==> src/hw/rtl/sm4_pkg.sv <==
// Types, constants and table functions of the SM4 ECB/CBC core.
// Standalone package; sm4_if, the core, sm4_round, sm4_chk and the testbench import it.
`default_nettype none

package sm4_pkg;

  localparam int unsigned WordW   = 32;
  localparam int unsigned HalfW   = 64;
  localparam int unsigned BlockW  = 128;
  localparam int unsigned CfgIdxW = 3;

  // Configuration register indexes
  typedef enum logic [CfgIdxW-1:0] {
    CFG_KEY_HIGH = 3'd0,
    CFG_KEY_LOW  = 3'd1,
    CFG_IV_HIGH  = 3'd2,
    CFG_IV_LOW   = 3'd3,
    CFG_DECRYPT  = 3'd4,
    CFG_CBC      = 3'd5
  } cfg_idx_e;

  // Sequencer states
  typedef enum logic [2:0] {
    ST_KEY_LOAD,
    ST_KEY_EXP,
    ST_IDLE,
    ST_ROUND,
    ST_DONE
  } sm4_state_e;

  // Control decoded from the sequencer state
  typedef struct packed {
    logic in_ready;
    logic key_load;
    logic key_step;
    logic blk_load;
    logic round_step;
    logic finish;
  } sm4_ctl_t;

  localparam logic [WordW-1:0] FK0 = 32'ha3b1bac6;
  localparam logic [WordW-1:0] FK1 = 32'h56aa3350;
  localparam logic [WordW-1:0] FK2 = 32'h677d9197;
  localparam logic [WordW-1:0] FK3 = 32'hb27022dc;

  localparam logic [7:0] SBOX [256] = '{
    8'hd6,8'h90,8'he9,8'hfe,8'hcc,8'he1,8'h3d,8'hb7,8'h16,8'hb6,8'h14,8'hc2,8'h28,8'hfb,8'h2c,8'h05,
    8'h2b,8'h67,8'h9a,8'h76,8'h2a,8'hbe,8'h04,8'hc3,8'haa,8'h44,8'h13,8'h26,8'h49,8'h86,8'h06,8'h99,
    8'h9c,8'h42,8'h50,8'hf4,8'h91,8'hef,8'h98,8'h7a,8'h33,8'h54,8'h0b,8'h43,8'hed,8'hcf,8'hac,8'h62,
    8'he4,8'hb3,8'h1c,8'ha9,8'hc9,8'h08,8'he8,8'h95,8'h80,8'hdf,8'h94,8'hfa,8'h75,8'h8f,8'h3f,8'ha6,
    8'h47,8'h07,8'ha7,8'hfc,8'hf3,8'h73,8'h17,8'hba,8'h83,8'h59,8'h3c,8'h19,8'he6,8'h85,8'h4f,8'ha8,
    8'h68,8'h6b,8'h81,8'hb2,8'h71,8'h64,8'hda,8'h8b,8'hf8,8'heb,8'h0f,8'h4b,8'h70,8'h56,8'h9d,8'h35,
    8'h1e,8'h24,8'h0e,8'h5e,8'h63,8'h58,8'hd1,8'ha2,8'h25,8'h22,8'h7c,8'h3b,8'h01,8'h21,8'h78,8'h87,
    8'hd4,8'h00,8'h46,8'h57,8'h9f,8'hd3,8'h27,8'h52,8'h4c,8'h36,8'h02,8'he7,8'ha0,8'hc4,8'hc8,8'h9e,
    8'hea,8'hbf,8'h8a,8'hd2,8'h40,8'hc7,8'h38,8'hb5,8'ha3,8'hf7,8'hf2,8'hce,8'hf9,8'h61,8'h15,8'ha1,
    8'he0,8'hae,8'h5d,8'ha4,8'h9b,8'h34,8'h1a,8'h55,8'had,8'h93,8'h32,8'h30,8'hf5,8'h8c,8'hb1,8'he3,
    8'h1d,8'hf6,8'he2,8'h2e,8'h82,8'h66,8'hca,8'h60,8'hc0,8'h29,8'h23,8'hab,8'h0d,8'h53,8'h4e,8'h6f,
    8'hd5,8'hdb,8'h37,8'h45,8'hde,8'hfd,8'h8e,8'h2f,8'h03,8'hff,8'h6a,8'h72,8'h6d,8'h6c,8'h5b,8'h51,
    8'h8d,8'h1b,8'haf,8'h92,8'hbb,8'hdd,8'hbc,8'h7f,8'h11,8'hd9,8'h5c,8'h41,8'h1f,8'h10,8'h5a,8'hd8,
    8'h0a,8'hc1,8'h31,8'h88,8'ha5,8'hcd,8'h7b,8'hbd,8'h2d,8'h74,8'hd0,8'h12,8'hb8,8'he5,8'hb4,8'hb0,
    8'h89,8'h69,8'h97,8'h4a,8'h0c,8'h96,8'h77,8'h7e,8'h65,8'hb9,8'hf1,8'h09,8'hc5,8'h6e,8'hc6,8'h84,
    8'h18,8'hf0,8'h7d,8'hec,8'h3a,8'hdc,8'h4d,8'h20,8'h79,8'hee,8'h5f,8'h3e,8'hd7,8'hcb,8'h39,8'h48
  };

  // Byte-wise S-box substitution of one word
  function automatic logic [WordW-1:0] tau(input logic [WordW-1:0] a);
    logic [WordW-1:0] r;
    for (int j = 0; j < 4; j++) begin
      r[8*j +: 8] = SBOX[a[8*j +: 8]];
    end
    return r;
  endfunction

  // CK word i: byte j is (4*i + j) * 7 mod 256, byte 0 most significant
  function automatic logic [WordW-1:0] ck_word(input logic [4:0] i);
    logic [WordW-1:0] w;
    logic [7:0]       base;
    base = {1'b0, i, 2'b00};
    for (int j = 0; j < 4; j++) begin
      w[WordW-1-8*j -: 8] = 8'((base + 8'(j)) * 8'd7);
    end
    return w;
  endfunction

endpackage

`default_nettype wire

==> src/hw/rtl/sm4_if.sv <==
// Valid/ready channel interfaces of the SM4 core: input block and result.
// Depends on sm4_pkg for field widths.
`default_nettype none

interface sm4_in_if;
  import sm4_pkg::*;
  logic              valid;
  logic              ready;
  logic [HalfW-1:0]  block_high;
  logic [HalfW-1:0]  block_low;
  logic              last_block;

  modport source (output valid, block_high, block_low, last_block, input ready);
  modport sink   (input valid, block_high, block_low, last_block, output ready);
endinterface

interface sm4_out_if;
  import sm4_pkg::*;
  logic              valid;
  logic              ready;
  logic [HalfW-1:0]  out_high;
  logic [HalfW-1:0]  out_low;
  logic              out_last;

  modport source (output valid, out_high, out_low, out_last, input ready);
  modport sink   (input valid, out_high, out_low, out_last, output ready);
endinterface

`default_nettype wire

==> src/hw/rtl/sm4_block_cipher_ecb_cbc_core.sv <==
// Top level of the SM4 ECB/CBC block cipher core.
// Depends on sm4_pkg, sm4_if, sm4_ram and sm4_round.
//
//   channel      dir  handshake            payload
//   in_chan_i    in   valid/ready          block_high, block_low, last_block
//   out_chan_o   out  valid/ready          out_high, out_low, out_last
//   cfg_*_i      in   cfg_we_i (no wait)   cfg_idx_i, cfg_wdata_i
//
// A block is accepted in ST_IDLE, runs its rounds in ST_ROUND and is written to the
// output register from ST_DONE; the sequencer then returns to ST_IDLE for the next
// block. One round a cycle in the shared round unit.
// After reset and after every key write the round keys are expanded into the key RAM
// (ST_KEY_LOAD, then ST_KEY_EXP), with in_chan_i.ready low throughout.
// A new block is accepted while a finished result still waits in the output
// register; the block stalls in its final state until that register frees up.
`default_nettype none

module sm4_block_cipher_ecb_cbc_core
  import sm4_pkg::*;
#(
  parameter int unsigned ROUNDS = 32
) (
  input  wire logic               clk_i,
  input  wire logic               rst_ni,
  sm4_in_if.sink                  in_chan_i,
  sm4_out_if.source               out_chan_o,
  input  wire logic               cfg_we_i,
  input  wire logic [CfgIdxW-1:0] cfg_idx_i,
  input  wire logic [HalfW-1:0]   cfg_wdata_i
);

  localparam int unsigned CntW = $clog2(ROUNDS);
  localparam logic [CntW-1:0] LastCnt = CntW'(ROUNDS - 1);

  // Configuration registers
  logic [HalfW-1:0] key_high_q, key_low_q, iv_high_q, iv_low_q;
  logic             decrypt_q, cbc_q;

  // Sequencer
  sm4_state_e       state_q, state_d;
  logic [CntW-1:0]  cnt_q, cnt_d;
  sm4_ctl_t         ctl;
  logic             key_wr;
  logic             out_free;
  logic             cnt_last;

  // Datapath
  logic [BlockW-1:0] x_q;
  logic [BlockW-1:0] blk_q;
  logic              last_q;
  logic [BlockW-1:0] chain_q;
  logic              in_msg_q;
  logic [BlockW-1:0] chain_eff;
  logic [BlockW-1:0] in_blk;
  logic [BlockW-1:0] res;
  logic [BlockW-1:0] out_res;
  logic              out_valid_q;
  logic [HalfW-1:0]  out_high_q, out_low_q;
  logic              out_last_q;

  // Round unit and key RAM
  logic [WordW-1:0]  rk;
  logic [WordW-1:0]  rnd_word;
  logic [WordW-1:0]  rk_rdata;
  logic [CntW-1:0]   rk_raddr;
  logic [CntW-1:0]   cnt_nxt;

  assign key_wr   = cfg_we_i && (cfg_idx_i == CFG_KEY_HIGH || cfg_idx_i == CFG_KEY_LOW);
  assign out_free = !out_valid_q || out_chan_o.ready;
  assign cnt_last = (cnt_q == LastCnt);

  // Next state; a key write restarts the key schedule from any state
  always_comb begin
    state_d = state_q;
    unique case (state_q)
      ST_KEY_LOAD: state_d = ST_KEY_EXP;
      ST_KEY_EXP:  if (cnt_last) state_d = ST_IDLE;
      ST_IDLE:     if (in_chan_i.valid) state_d = ST_ROUND;
      ST_ROUND:    if (cnt_last) state_d = ST_DONE;
      ST_DONE:     if (out_free) state_d = ST_IDLE;
      default:     state_d = ST_KEY_LOAD;
    endcase
    if (key_wr) begin
      state_d = ST_KEY_LOAD;
    end
  end

  // Control outputs of the sequencer
  always_comb begin
    ctl = '0;
    unique case (state_q)
      ST_KEY_LOAD: ctl.key_load = 1'b1;
      ST_KEY_EXP:  ctl.key_step = 1'b1;
      ST_IDLE: begin
        ctl.in_ready = 1'b1;
        ctl.blk_load = in_chan_i.valid;
      end
      ST_ROUND:    ctl.round_step = 1'b1;
      ST_DONE:     ctl.finish = out_free;
      default:     ctl = '0;
    endcase
  end

  assign in_chan_i.ready = ctl.in_ready;

  // Round counter: clear on key load and on block accept, advance per key step and per round
  always_comb begin
    cnt_d = cnt_q;
    if (ctl.key_load || ctl.blk_load) begin
      cnt_d = '0;
    end else if (ctl.key_step || ctl.round_step) begin
      cnt_d = cnt_q + 1'b1;
    end
  end

  always_ff @(posedge clk_i or negedge rst_ni) begin
    if (!rst_ni) begin
      state_q <= ST_KEY_LOAD;
      cnt_q   <= '0;
    end else begin
      state_q <= state_d;
      cnt_q   <= cnt_d;
    end
  end

  // Configuration writes; indexes beyond the list are dropped
  always_ff @(posedge clk_i or negedge rst_ni) begin
    if (!rst_ni) begin
      key_high_q <= '0;
      key_low_q  <= '0;
      iv_high_q  <= '0;
      iv_low_q   <= '0;
      decrypt_q  <= 1'b0;
      cbc_q      <= 1'b0;
    end else if (cfg_we_i) begin
      unique case (cfg_idx_i)
        CFG_KEY_HIGH: key_high_q <= cfg_wdata_i;
        CFG_KEY_LOW:  key_low_q  <= cfg_wdata_i;
        CFG_IV_HIGH:  iv_high_q  <= cfg_wdata_i;
        CFG_IV_LOW:   iv_low_q   <= cfg_wdata_i;
        CFG_DECRYPT:  decrypt_q  <= cfg_wdata_i[0];
        CFG_CBC:      cbc_q      <= cfg_wdata_i[0];
        default: ;
      endcase
    end
  end

  // Key RAM read address: first key while idle, the next round's key while
  // rounds run, so the registered read lines up with the round that needs it
  assign cnt_nxt = cnt_q + 1'b1;
  always_comb begin
    if (state_q == ST_ROUND) begin
      rk_raddr = decrypt_q ? (LastCnt - cnt_nxt) : cnt_nxt;
    end else begin
      rk_raddr = decrypt_q ? LastCnt : '0;
    end
  end

  sm4_ram #(
    .Width (WordW),
    .Depth (ROUNDS)
  ) u_rk_ram (
    .clk_i   (clk_i),
    .we_i    (ctl.key_step),
    .waddr_i (cnt_q),
    .wdata_i (rnd_word),
    .raddr_i (rk_raddr),
    .rdata_o (rk_rdata)
  );

  // Key schedule feeds CK into the round unit; the cipher feeds the round key
  assign rk = ctl.key_step ? ck_word(5'(cnt_q)) : rk_rdata;

  sm4_round u_round (
    .state_i     (x_q),
    .rk_i        (rk),
    .key_sched_i (ctl.key_step),
    .word_o      (rnd_word)
  );

  // Chain value seen by a new block: IV at a message start
  assign chain_eff = in_msg_q ? chain_q : {iv_high_q, iv_low_q};
  assign in_blk    = {in_chan_i.block_high, in_chan_i.block_low};
  // Final word order is reversed
  assign res       = {x_q[31:0], x_q[63:32], x_q[95:64], x_q[127:96]};
  assign out_res   = (decrypt_q && cbc_q) ? (res ^ chain_q) : res;

  // Working state: key words during expansion, block words during rounds
  always_ff @(posedge clk_i) begin
    if (ctl.key_load) begin
      x_q <= {key_high_q ^ {FK0, FK1}, key_low_q ^ {FK2, FK3}};
    end else if (ctl.blk_load) begin
      x_q    <= (!decrypt_q && cbc_q) ? (in_blk ^ chain_eff) : in_blk;
      blk_q  <= in_blk;
      last_q <= in_chan_i.last_block;
    end else if (ctl.key_step || ctl.round_step) begin
      x_q <= {x_q[95:0], rnd_word};
    end
  end

  // Chain and message tracking
  always_ff @(posedge clk_i or negedge rst_ni) begin
    if (!rst_ni) begin
      chain_q  <= '0;
      in_msg_q <= 1'b0;
    end else if (ctl.blk_load) begin
      chain_q  <= chain_eff;
      in_msg_q <= !in_chan_i.last_block;
    end else if (ctl.finish) begin
      chain_q <= decrypt_q ? blk_q : res;
    end
  end

  // Output register
  always_ff @(posedge clk_i or negedge rst_ni) begin
    if (!rst_ni) begin
      out_valid_q <= 1'b0;
    end else if (ctl.finish) begin
      out_valid_q <= 1'b1;
    end else if (out_chan_o.ready) begin
      out_valid_q <= 1'b0;
    end
  end

  always_ff @(posedge clk_i) begin
    if (ctl.finish) begin
      out_high_q <= out_res[127:64];
      out_low_q  <= out_res[63:0];
      out_last_q <= last_q;
    end
  end

  assign out_chan_o.valid    = out_valid_q;
  assign out_chan_o.out_high = out_high_q;
  assign out_chan_o.out_low  = out_low_q;
  assign out_chan_o.out_last = out_last_q;

endmodule

`default_nettype wire

==> src/hw/rtl/sm4_ram.sv <==
// Generic single-write, single-read RAM with registered read data.
// No dependencies.
`default_nettype none

module sm4_ram #(
  parameter int unsigned Width = 32,
  parameter int unsigned Depth = 32
) (
  input  wire logic                     clk_i,
  input  wire logic                     we_i,
  input  wire logic [$clog2(Depth)-1:0] waddr_i,
  input  wire logic [Width-1:0]         wdata_i,
  input  wire logic [$clog2(Depth)-1:0] raddr_i,
  output      logic [Width-1:0]         rdata_o
);

  logic [Width-1:0] mem_q [Depth];

  always_ff @(posedge clk_i) begin
    if (we_i) begin
      mem_q[waddr_i] <= wdata_i;
    end
    rdata_o <= mem_q[raddr_i];
  end

endmodule

`default_nettype wire

==> src/hw/rtl/sm4_round.sv <==
// Shared SM4 round function: S-box layer plus the data or key-schedule
// linear transform. Depends on sm4_pkg.
`default_nettype none

module sm4_round
  import sm4_pkg::*;
(
  input  wire logic [BlockW-1:0] state_i,
  input  wire logic [WordW-1:0]  rk_i,
  input  wire logic              key_sched_i,
  output      logic [WordW-1:0]  word_o
);

  logic [WordW-1:0] mix;
  logic [WordW-1:0] sub;
  logic [WordW-1:0] lin;

  always_comb begin
    mix = state_i[95:64] ^ state_i[63:32] ^ state_i[31:0] ^ rk_i;
    sub = tau(mix);
    if (key_sched_i) begin
      lin = sub ^ {sub[18:0], sub[31:19]} ^ {sub[8:0], sub[31:9]};
    end else begin
      lin = sub ^ {sub[29:0], sub[31:30]} ^ {sub[21:0], sub[31:22]}
                ^ {sub[13:0], sub[31:14]} ^ {sub[7:0], sub[31:8]};
    end
    word_o = state_i[127:96] ^ lin;
  end

endmodule

`default_nettype wire

==> src/flat_wrapper.sv <==
// flat-port wrapper written by rule: the top's interface ports become plain ports
module sm4_block_cipher_ecb_cbc_core_flat import sm4_pkg::*;
#(
  parameter int unsigned ROUNDS = 32
)
  (clk_i, rst_ni, cfg_we_i, cfg_idx_i, cfg_wdata_i, in_chan_i_valid, in_chan_i_block_high, in_chan_i_block_low, in_chan_i_last_block, in_chan_i_ready, out_chan_o_valid, out_chan_o_out_high, out_chan_o_out_low, out_chan_o_out_last, out_chan_o_ready);
  sm4_in_if in_chan_i_i ();
  sm4_out_if out_chan_o_i ();
  input  wire logic clk_i;
  input  wire logic rst_ni;
  input  wire logic cfg_we_i;
  input  wire logic [CfgIdxW-1:0] cfg_idx_i;
  input  wire logic [HalfW-1:0] cfg_wdata_i;
  input wire logic [$bits(in_chan_i_i.valid)-1:0] in_chan_i_valid;
  input wire logic [$bits(in_chan_i_i.block_high)-1:0] in_chan_i_block_high;
  input wire logic [$bits(in_chan_i_i.block_low)-1:0] in_chan_i_block_low;
  input wire logic [$bits(in_chan_i_i.last_block)-1:0] in_chan_i_last_block;
  output wire logic [$bits(in_chan_i_i.ready)-1:0] in_chan_i_ready;
  output wire logic [$bits(out_chan_o_i.valid)-1:0] out_chan_o_valid;
  output wire logic [$bits(out_chan_o_i.out_high)-1:0] out_chan_o_out_high;
  output wire logic [$bits(out_chan_o_i.out_low)-1:0] out_chan_o_out_low;
  output wire logic [$bits(out_chan_o_i.out_last)-1:0] out_chan_o_out_last;
  input wire logic [$bits(out_chan_o_i.ready)-1:0] out_chan_o_ready;
  assign in_chan_i_i.valid = in_chan_i_valid;
  assign in_chan_i_i.block_high = in_chan_i_block_high;
  assign in_chan_i_i.block_low = in_chan_i_block_low;
  assign in_chan_i_i.last_block = in_chan_i_last_block;
  assign in_chan_i_ready = in_chan_i_i.ready;
  assign out_chan_o_valid = out_chan_o_i.valid;
  assign out_chan_o_out_high = out_chan_o_i.out_high;
  assign out_chan_o_out_low = out_chan_o_i.out_low;
  assign out_chan_o_out_last = out_chan_o_i.out_last;
  assign out_chan_o_i.ready = out_chan_o_ready;
  sm4_block_cipher_ecb_cbc_core #(.ROUNDS(ROUNDS)) u_core (.clk_i(clk_i), .rst_ni(rst_ni), .in_chan_i(in_chan_i_i), .out_chan_o(out_chan_o_i), .cfg_we_i(cfg_we_i), .cfg_idx_i(cfg_idx_i), .cfg_wdata_i(cfg_wdata_i));
endmodule
==> config.mk <==
export PLATFORM = sky130hd
export DESIGN_NAME = sm4_block_cipher_ecb_cbc_core_flat
export DESIGN_NICKNAME = d
export VERILOG_FILES = /design/src/hw/rtl/sm4_pkg.sv /design/src/hw/rtl/sm4_if.sv /design/src/hw/rtl/sm4_block_cipher_ecb_cbc_core.sv /design/src/hw/rtl/sm4_ram.sv /design/src/hw/rtl/sm4_round.sv /design/src/flat_wrapper.sv
export SDC_FILE = /design/constraint.sdc
export NUM_CORES = 2
export LEC_CHECK = 0
export BUFFER_PORTS_ARGS = -buffer_cell sky130_fd_sc_hd__buf_2
export CELL_PAD_IN_SITES_DETAIL_PLACEMENT = 0
export CELL_PAD_IN_SITES_GLOBAL_PLACEMENT = 1
export CORE_MARGIN = 3
export CORE_UTILIZATION = 35
export CTS_CLUSTER_DIAMETER = 40
export DETAILED_ROUTE_END_ITERATION = 16
export GPL_TIMING_DRIVEN = 1
export PLACE_DENSITY_LB_ADDON = 0.1
export SYNTH_ARGS = -nofsm -noshare
export SYNTH_HDL_FRONTEND = slang
export SYNTH_SLANG_ARGS = --single-unit
==> constraint.sdc <==
create_clock -name clk_i -period 5.5 [get_ports clk_i]
set_input_delay 0.825 -clock clk_i [delete_from_list [all_inputs] [get_ports clk_i]]
set_output_delay 0.825 -clock clk_i [all_outputs]
set_load 0.01 [all_outputs]
==> impl_metrics.json <==
{
  "ys_ff_latch": 1838,
  "top_usage_layer": "met2",
  "synth_top_area_share_pct": 45.6,
  "avgSynthCellArea_sq_um": 13.5,
  "synth_edf_count": 1410,
  "seq_area_sq_mm": 0.0529,
  "critical_path_buf_inv_count": 6,
  "numPortBuffers": 331,
  "drv_slew": 0,
  "crit_arrival_ns": 6.17,
  "gp_congestion": 0.993,
  "grt_use_total_pct": 29.7,
  "synth_area_leader_cell": "edfxtp_1",
  "drc_errors": 0,
  "cp.required_ns": 6.10,
  "grt-ovfl-total": 0,
  "crit_path_start_kind": "flop",
  "synthCells": 6871,
  "use_met3_pct": 4.45,
  "grt_setup_unrepaired": "yes",
  "grt_util_met2_pct": 47.6,
  "cts_buffer_depth": 4,
  "cts_buffers": 319,
  "crit_path_end_kind": "flop",
  "rows": 188,
  "async_reset_ff_share_pct": 21.5,
  "synth_common_cells": "1410 x edfxtp_1, 525 x nand2_1, 453 x nor2_1, 396 x dfrtp_1, 341 x o21ai_0",
  "syn2layout_area_growth_pct": 31.6,
  "grt_pass1_wl_um": 576000,
  "wire_per_inst_um": 34.1,
  "grt_util_met1_pct": 41.7,
  "ant_nets": 0,
  "start_util_pct": 35.3,
  "setup_violations": 96,
  "post-route-min-period_ns": 5.57,
  "vias": 70800,
  "fp.dieW_um": 521,
  "core-area_sq_mm": 0.263,
  "fin_nets": 8611,
  "syn_nets": 7131,
  "synth_top_family_by_area": "multiplexers",
  "cts_tree": "yes",
  "syn_area_sq_mm": 0.0929,
  "grt_pass1_vias": 71400,
  "ios": 332,
  "synthMuxAreaShare_pct": 15.3,
  "synth_flop_cell": "edfxtp_1",
  "cp_max_fo": 32,
  "fillers": 23500,
  "path_class": "flop to flop",
  "ys_types": 121,
  "synth_compound_area_share_pct": 11.9,
  "drt-total-wl_um": 414000,
  "synthAdderAreaFrac_pct": 0.875,
  "yosys-top-cells-area": "edfxtp_1 46%, dfrtp_1 11%, mux4_2 8.1%, mux2_2 3.6%, mux2i_1 3.3%",
  "cpMaxStageDelayCell": "a2111oi_4",
  "dr.pass1.iters": 6,
  "utilization_pct": 46.4,
  "cap_violations": 0,
  "slew_headroom_pct": 16.2,
  "worstMarginPinSlew_ns": 1.26,
  "violations": "setup timing",
  "fmax_mhz": 179,
  "root_buffer": "clkbuf_16",
  "worstPathCellList": "inv_1 > fa_1 > buf_6 > xor2_1 > ha_1 > mux2i_4 > xnor2_4 > buf_6 > mux4_2 > and2_1 > a311o_1 > o311a_1 > a2111oi_4 > buf_4 > and2_4 > xnor2_1 > xor2_1 > o21ai_0 > buf_4 > xor2_2 > buf_12",
  "holdWs_ns": 0.139,
  "hpwl_um": 285000,
  "finClkSkew_ns": 0.0629,
  "clk_pin_slew_ns": 0.05,
  "antenna_found_initial": 59,
  "multi_input_area_sq_mm": 0.0393,
  "die_area_sq_mm": 0.272,
  "status": "finished with violations",
  "cts.sinks": 1838,
  "synth-simple-area-share_pct": 6.40,
  "hp-class": "input pin to flop",
  "grt_max_degree": 94,
  "via_per_inst": 5.82,
  "critPathTopFamily": "compound AO/OA/AOI/OAI gates",
  "drive_gt1_share_pct": 38.4,
  "ys_seq_area_share_pct": 56.9,
  "drt_iter0_drc": 6957,
  "h-tree-depth": 5,
  "clk-insertion-delay-late_ns": 0.89,
  "slowest_delay_ns": 0.49,
  "yosys_warnings": 0,
  "synth_xor_area_share_pct": 5.61,
  "timing.final.crit_share_pct": 101,
  "hold_violations": 0,
  "synthMostInstantiatedCell": "edfxtp_1",
  "die_h_um": 521,
  "fin_ws_ns": -0.0721
}
==> layout by cell type, fill, tap and decap left out, types with 250 or more instances in the layout <==
master        n
buf_4      1199
mux4_2      336
mux2i_1     302
a21oi_1     250
mux2_2      298
buf_2       330
edfxtp_1   1410
clkbuf_16   326
nand2_1     517
dfrtp_1     394
xnor2_1     285
nor2_1      406
o21ai_0     328
==> repair_timing <==
item                                   in CTS  in global routing
gates cloned                                4                  4
pin swaps                                  23                 27
gates resized for setup                   119                115
setup endpoints to repair                1056                985
hold buffers                                1                  0
endpoints found under the hold margin      72                  0
buffers inserted                           31                 23
==> logic make-up after synthesis <==
logic type,after synthesis
adder cells (fa/ha/maj),62
AO/OA/AOI/OAI,1523
XOR/XNOR,536
flip-flops,1838
AND/OR/NAND/NOR,1358
multiplexers,950
buffers and inverters,604
==> final timing paths <==
path,startpoint,end,slack [ns],cells after the start
worst max-delay path,u_core.cnt_q[2],u_core.u_rk_ram.mem_q[3][0],-0.07,21
worst min-delay path,in_chan_i_last_block,u_core.in_msg_q,0.14,2
min in group asynchronous,rst_ni,u_core.key_high_q[16],0.59,2
worst min register to register,u_core.last_q,u_core.out_chan_o.out_last,0.43,0
max in group asynchronous,rst_ni,u_core.key_high_q[3],3.62,3
worst max register to register,u_core.cnt_q[2],u_core.u_rk_ram.mem_q[3][0],-0.07,21
==> state kept, by name, summed over array words and instances (netlist names) <==
register,flops
u_core.blk_q,128
u_core.cbc_q,1
u_core.chain_q,128
u_core.cnt_q,5
u_core.decrypt_q,1
u_core.in_msg_q,1
u_core.iv_high_q,64
u_core.iv_low_q,64
u_core.key_high_q,64
u_core.key_low_q,64
u_core.last_q,1
u_core.out_chan_o.out_high,64
u_core.out_chan_o.out_last,1
u_core.out_chan_o.out_low,64
u_core.out_chan_o.valid,1
u_core.state_q,3
u_core.u_rk_ram.mem_q,1024
u_core.u_rk_ram.rdata_o,32
u_core.x_q,128
==> per-stage QoR <==
stage | TNS, ns | std cells | instance area (sq um) | worst slack, ns
after floorplan | 0 | 6871 | 93200 | 0.00913
after global placement | -333.67 | 11500 | 109000 | -0.695
after detailed placement | -326.28 | 11500 | 109000 | -0.612
after CTS | -0.308 | 12100 | 121000 | -0.0305
after global routing | -41.83 | 12100 | 122000 | -0.244
final | -4.55 | 12200 | 122000 | -0.0721
==> final cells by class <==
class,instances,share of cell area [%]
Inverter,42,0.148
Clock inverter,226,2.30
Multi-Input combinational cell,4430,32.1
Timing Repair Buffer,1720,11.7
Clock buffer,368,6.83
Tap cell,3515,3.60
Antenna cell,14,0.0287
Sequential cell,1838,43.3
==> per-layer routing <==
layer | wire length (um) | vias to the layer above
met5 | 248 | -
met2 | 193000 | 2753
li1 | - | 29900
met4 | 14600 | 38
met1 | 181000 | 37500
met3 | 24600 | 649
Power is not shown: default switching activity piles up to over one toggle a cycle in this logic, so the estimate is an artifact.
